==> config.mk <==
export PLATFORM = sky130hd
export DESIGN_NAME = ism_cell
export DESIGN_NICKNAME = d
export VERILOG_FILES = /design/src/rtl/ism_pkg.sv /design/src/rtl/ism_cell.sv
export SDC_FILE = /design/constraint.sdc
export NUM_CORES = 1
export LEC_CHECK = 0
export ABC_AREA = 1
export BUFFER_PORTS_ARGS = -buffer_cell sky130_fd_sc_hd__buf_2
export CORE_ASPECT_RATIO = 1.1
export CORE_MARGIN = 1
export CORE_UTILIZATION = 32
export CTS_BUF_LIST = sky130_fd_sc_hd__clkbuf_4 sky130_fd_sc_hd__clkbuf_8 sky130_fd_sc_hd__clkbuf_16
export DETAILED_ROUTE_END_ITERATION = 8
export GPL_TIMING_DRIVEN = 0
export HOLD_SLACK_MARGIN = 0.05
export PLACE_DENSITY = 0.55
export SYNTH_ARGS = -nofsm -noshare
export SYNTH_HDL_FRONTEND = slang
export SYNTH_SLANG_ARGS = --single-unit
==> constraint.sdc <==
create_clock -name clk -period 13.97 [get_ports clk]
set_input_delay 3.4925 -clock clk [delete_from_list [all_inputs] [get_ports clk]]
set_output_delay 3.4925 -clock clk [all_outputs]
set_load 0.01 [all_outputs]
==> src/rtl/ism_pkg.sv <==
// Shared types and constants for the inverse square root mod 2^k block.
// No dependencies.
`timescale 1ns / 1ps
`default_nettype none
package ism_pkg;
  localparam int ISM_WORD_WIDTH  = 64;
  localparam int FIELD_W         = 64;
  localparam int RING_BITS_W     = 7;
  localparam logic [RING_BITS_W-1:0] RING_BITS_RESET = 7'd64;
  localparam int PADDR_W         = 3;
  localparam logic REG_RING_BITS = 1'b0;

  typedef struct packed {
    logic valid;
    logic last;
  } ism_ctrl_t;
endpackage
`default_nettype wire

==> src/rtl/ism_cell.sv <==
// One lifting cell: settles bit POS of the root and inverse estimates.
// Tracks e - r*r and 1 - r*v by shift-adds. Depends on ism_pkg.
`timescale 1ns / 1ps
`default_nettype none
module ism_cell #(
  parameter int WORD_WIDTH = ism_pkg::ISM_WORD_WIDTH,
  parameter int POS        = 2
) (
  input  wire                               clk,
  input  wire                               rst,
  input  wire                               adv,
  input  wire [ism_pkg::RING_BITS_W-1:0]    k_eff,
  input  ism_pkg::ism_ctrl_t                ctrl_in,
  input  wire [WORD_WIDTH-1:0]              root_in,
  input  wire [WORD_WIDTH-1:0]              inv_in,
  input  wire [WORD_WIDTH-1:0]              d1_in,
  input  wire [WORD_WIDTH-1:0]              d2_in,
  output ism_pkg::ism_ctrl_t                ctrl_out,
  output logic [WORD_WIDTH-1:0]             root_out,
  output logic [WORD_WIDTH-1:0]             inv_out,
  output logic [WORD_WIDTH-1:0]             d1_out,
  output logic [WORD_WIDTH-1:0]             d2_out
);
  import ism_pkg::*;

  localparam logic [WORD_WIDTH-1:0] BIT_POS = WORD_WIDTH'(1) << POS;
  localparam logic [WORD_WIDTH-1:0] SQ_POS  =
    (2 * POS < WORD_WIDTH) ? (WORD_WIDTH'(1) << (2 * POS)) : '0;
  localparam logic [RING_BITS_W-1:0] POS_P1 = RING_BITS_W'(POS + 1);

  logic                  active;
  logic                  rbit;
  logic                  vbit;
  logic [WORD_WIDTH-1:0] root_n;
  logic [WORD_WIDTH-1:0] d1_n;
  logic [WORD_WIDTH-1:0] d2a;
  logic [WORD_WIDTH-1:0] inv_n;
  logic [WORD_WIDTH-1:0] d2_n;

  always_comb begin
    active = (k_eff > POS_P1);
    rbit   = active & d1_in[POS+1];
    root_n = rbit ? (root_in | BIT_POS) : root_in;
    d1_n   = rbit ? (d1_in - (root_in << (POS + 1)) - SQ_POS) : d1_in;
    d2a    = rbit ? (d2_in - (inv_in << POS)) : d2_in;
    vbit   = active & d2a[POS];
    inv_n  = vbit ? (inv_in + BIT_POS) : inv_in;
    d2_n   = vbit ? (d2a - (root_n << POS)) : d2a;
  end

  always_ff @(posedge clk) begin
    if (rst) begin
      ctrl_out <= '0;
    end else if (adv) begin
      ctrl_out <= ctrl_in;
    end
  end

  always_ff @(posedge clk) begin
    if (adv) begin
      root_out <= root_n;
      inv_out  <= inv_n;
      d1_out   <= d1_n;
      d2_out   <= d2_n;
    end
  end
endmodule
`default_nettype wire

==> results.txt <==
The flow ran to the end, and the final reports show no timing, DRC or antenna violations. The antenna violation net count after detailed routing is 0. The total I/O pin count came out at 526. The class of the most critical hold timing path is flip-flop to flip-flop. The number of iterations in the first detailed-routing pass came out at 5.

The HPWL after detailed placement came out at 123 mm. Clock latency on the worst-skew pair, taken at its later pin, is 610 ps. Synthesis produced 4692 cells.

The core utilization of the finished layout came out at 38.2%. The largest net degree at the start of global routing is 112. The share of flip-flops with an asynchronous set or reset came out at 0%. The ratio of total power to cell area came out at 97.8 mW/mm^2. The worst clock skew came out at 0 ps. The total wirelength of the detailed-routed design came out at 142 mm. Sequential cells were found to cover 26.6% of the synthesized design area.

Summed over all cells, the static leakage comes to 17.7 nW. The share of layout cells above drive strength 1 came out at 12.7%. The unique cell type count in the Yosys netlist came out at 42. The remaining design rule violation count came out at 0. STA classifies the critical path startpoint as an input pin.

The clock buffer count from CTS came out at 29. The slowest stage of the critical path belongs to the cell sky130_fd_sc_hd__o21ai_0. The total power is 0.00335 W. The worst-case headroom to the max-slew limit came out at 11.2%. The placement row count came out at 115. The synthesized netlist occupies a cell area of 0.0291 sq mm. The detailed-route wire length per cell is 22.1 um. The average via count per standard cell is 4.98. The data required time of the critical path came out at 14320 ps. Counting instances in the post-synthesis netlist gives the leading cell types as 1430 x sky130_fd_sc_hd__nand2_1, 973 x sky130_fd_sc_hd__inv_1, 483 x sky130_fd_sc_hd__nor2_1.

Net switching is 42.5% of the power. Once the floorplan was initialized, standard cells occupied 32.4% of the core. The total of cells resized after clock tree synthesis came out at 0. The via count of the first global-routing pass is 32010. The post-layout net count came out at 5763. The maximum clock insertion buffer count came out at 3. The final weighted congestion in routability-driven placement came out at 1.01. Once placement finished, the instance area stood at 0.0332 sq mm. The design area is 0.0342 sq mm.

The detailed router placed 32132 vias in this run. The die is 289 um wide. Counting both buffers and inverters, the worst setup path holds a total of 4.

The total of max-cap violations is 0. Counting every net in the synthesized netlist gives 5207. sky130_fd_sc_hd__edfxtp_1 takes more of the synthesized area than any other cell. The count of H-tree levels built during CTS came out at 1. The buffer type at the clock tree root is sky130_fd_sc_hd__clkbuf_16. The max-slew violation total from the final report was 0. The CTS clock-pin slew for the worst setup and hold paths is 70 ps. The clock network power share is 24.9%.

The time the worst path needs with I/O delays and setup came out at 8280 ps. The critical path's top delay family is simple AND/OR/NAND/NOR gates. The vertical extent of the die came out at 318 um.

The sum of negative setup slack came out at 0 ps. Along the worst path, the maximum fanout reaches 6. The leading cell type by number of instances after synthesis is sky130_fd_sc_hd__nand2_1. The number of setup violations in the final report is 0. Of the total power, combinational logic draws 45.0%.

The nature of the critical path endpoint is a flip-flop. TritonCTS built the clock tree. The first global-routing pass estimated 202 mm of wire. The transition time at the pin with the least slew margin came out at 1330 ps. The first-iteration detailed-routing DRC count is 2014. Setup repair after global routing left no endpoint under its margin. For this run, the top clock speed supported by timing is 121 MHz. The internal portion of the total power is 0.00193 W. The placeable core region came out at 0.0896 sq mm.

The total track usage came out at 30.3%. Among the stages of the critical path, the cell type that occurs most often is sky130_fd_sc_hd__nand2_1. The number of synthesized flops with an enable pin is 256. The hold violation count in the final report is 0.

The count of buffers added by post-CTS timing repair for setup came out at 0. Hold repair after CTS inserted 0 buffers. The sequential share of power came out at 30.1%.

The overall die area came out at 0.0920 sq mm. The sink count of the clock tree came out at 258. The overall overflow remaining after global route is 0. Yosys attributes the largest share of cell area to sky130_fd_sc_hd__edfxtp_1 26%, sky130_fd_sc_hd__nand2_1 18%, sky130_fd_sc_hd__inv_1 13%. The final period utilization is 59.2%. The classification of the worst setup path is input pin to flip-flop.

The number of buffers inserted by port buffering came out at 523. The number of synthesis warnings is 0. The area growth from synthesis to layout is 17.8%. The initial antenna violation count came out at 6. Among all flip-flop cells after synthesis, the most frequent one is sky130_fd_sc_hd__edfxtp_1. The power spent charging and discharging nets is 0.00142 W. In this run, synthesis produced a sequential element count of 258. The highest cell delay on the worst timing path came out at 680 ps. The average cell area after synthesis came out at 6.19 sq um.

The fraction of synthesized cell area taken by the top area cell type is 26.4%. The worst-case IR drop observed on VDD is 0.0000911 V. The data arrival time at the worst-slack endpoint came out at 8620 ps.
==> path summary, 6_finish.rpt <==
path / from / to / slack (ps) / cells past startpoint
max: inv_in[2] / d2_out[43]$_DFFE_PP_ / 5690 / 25
min: ctrl_out[0]$_SDFFE_PP0P_ / ctrl_out[0]$_SDFFE_PP0P_ / 470 / 2
max reg2reg: ctrl_out[1]$_SDFFE_PP0P_ / ctrl_out[1]$_SDFFE_PP0P_ / 13400 / 2
min reg2reg: ctrl_out[0]$_SDFFE_PP0P_ / ctrl_out[0]$_SDFFE_PP0P_ / 470 / 2
==> power groups by stage <==
stage                     logic [W]  registers (W)  clock network, W
after CTS                   0.00149        0.00101          0.000859
after global placement      0.00148        0.00103                 0
after global routing        0.00166        0.00102          0.000885
after floorplan            0.000838        0.00107                 0
after detailed placement    0.00148        0.00102                 0
final                       0.00151        0.00101          0.000833
==> metrics by stage <==
step	hold slack (ps)	instances	worst slack (ps)
3_5_place_dp	457	6387	5060
2_1_floorplan	477	4692	7110
5_1_grt	493	6445	5340
3_3_place_gp	447	6385	5090
6_report	467	6446	5690
4_1_cts	466	6441	5690
==> cell type report <==
cell class / count / area [sq um]
plain buffers: 48 / 199
diodes: 5 / 12.5
clock buffers: 34 / 763
clock inverters: 20 / 245
flip-flops and latches: 258 / 7730
repair buffers: 525 / 2680
inverters: 975 / 3660
multi-input cells: 3411 / 17500
fillers: 10186 / 55400
well taps: 1170 / 1460
==> tightest hold or removal path, cell delays in order, from the launching register on <==
cell,delay [ps]
sky130_fd_sc_hd__dfxtp_1,310
sky130_fd_sc_hd__nand2_1,60
sky130_fd_sc_hd__a21oi_1,50
==> cell usage in the layout (no fill, tap or decap), types with 9 or more instances in the layout <==
| cell | instances |
|---|---|
| sky130_fd_sc_hd__nand2_1 | 1430 |
| sky130_fd_sc_hd__inv_1 | 973 |
| sky130_fd_sc_hd__buf_2 | 537 |
| sky130_fd_sc_hd__nor2_1 | 483 |
| sky130_fd_sc_hd__nand3_1 | 295 |
| sky130_fd_sc_hd__edfxtp_1 | 256 |
| sky130_fd_sc_hd__ha_1 | 245 |
| sky130_fd_sc_hd__a21oi_1 | 244 |
| sky130_fd_sc_hd__o21ai_0 | 244 |
| sky130_fd_sc_hd__nor3_1 | 81 |
| sky130_fd_sc_hd__xor2_1 | 70 |
| sky130_fd_sc_hd__nand4_1 | 61 |
| sky130_fd_sc_hd__or2_2 | 56 |
| sky130_fd_sc_hd__o21bai_1 | 35 |
| sky130_fd_sc_hd__nand3b_1 | 33 |
| sky130_fd_sc_hd__clkbuf_16 | 29 |
| sky130_fd_sc_hd__xnor2_1 | 28 |
| sky130_fd_sc_hd__clkbuf_1 | 24 |
| sky130_fd_sc_hd__and2_1 | 17 |
| sky130_fd_sc_hd__nor4_1 | 16 |
| sky130_fd_sc_hd__a21boi_0 | 15 |
| sky130_fd_sc_hd__a21o_1 | 15 |
| sky130_fd_sc_hd__buf_1 | 9 |
==> logic make-up (layout without fill, tap and decap cells) <==
family / count (synthesis) / in the layout / share of synthesized area (%)
AND/OR/NAND/NOR: 2497 / 2497 / 36.0
XOR/XNOR: 98 / 98 / 2.95
AO/OA/AOI/OAI: 569 / 569 / 10.5
other: 0 / 5 / 0
flip-flops: 258 / 258 / 26.6
adder cells (fa/ha/maj): 247 / 247 / 10.7
buffers and inverters: 1023 / 1602 / 13.3
==> routing by layer <==
metal / global-route usage (%) / vias up / share of wire [%]
met2: 55.0 / 1084 / 50
met1: 34.9 / 14811 / 40
met3: 2.94 / 263 / 4.9
met5: 0 / - / 0.0091
li1: - / 15972 / -
met4: 15.1 / 2 / 5.5
==> flip-flops by register name (all words and copies together) (netlist names) <==
register  cells
d1_out       64
d2_out       64
inv_out      64
root_out     64
ctrl_out      2
(Power assumes the default switching activity.)
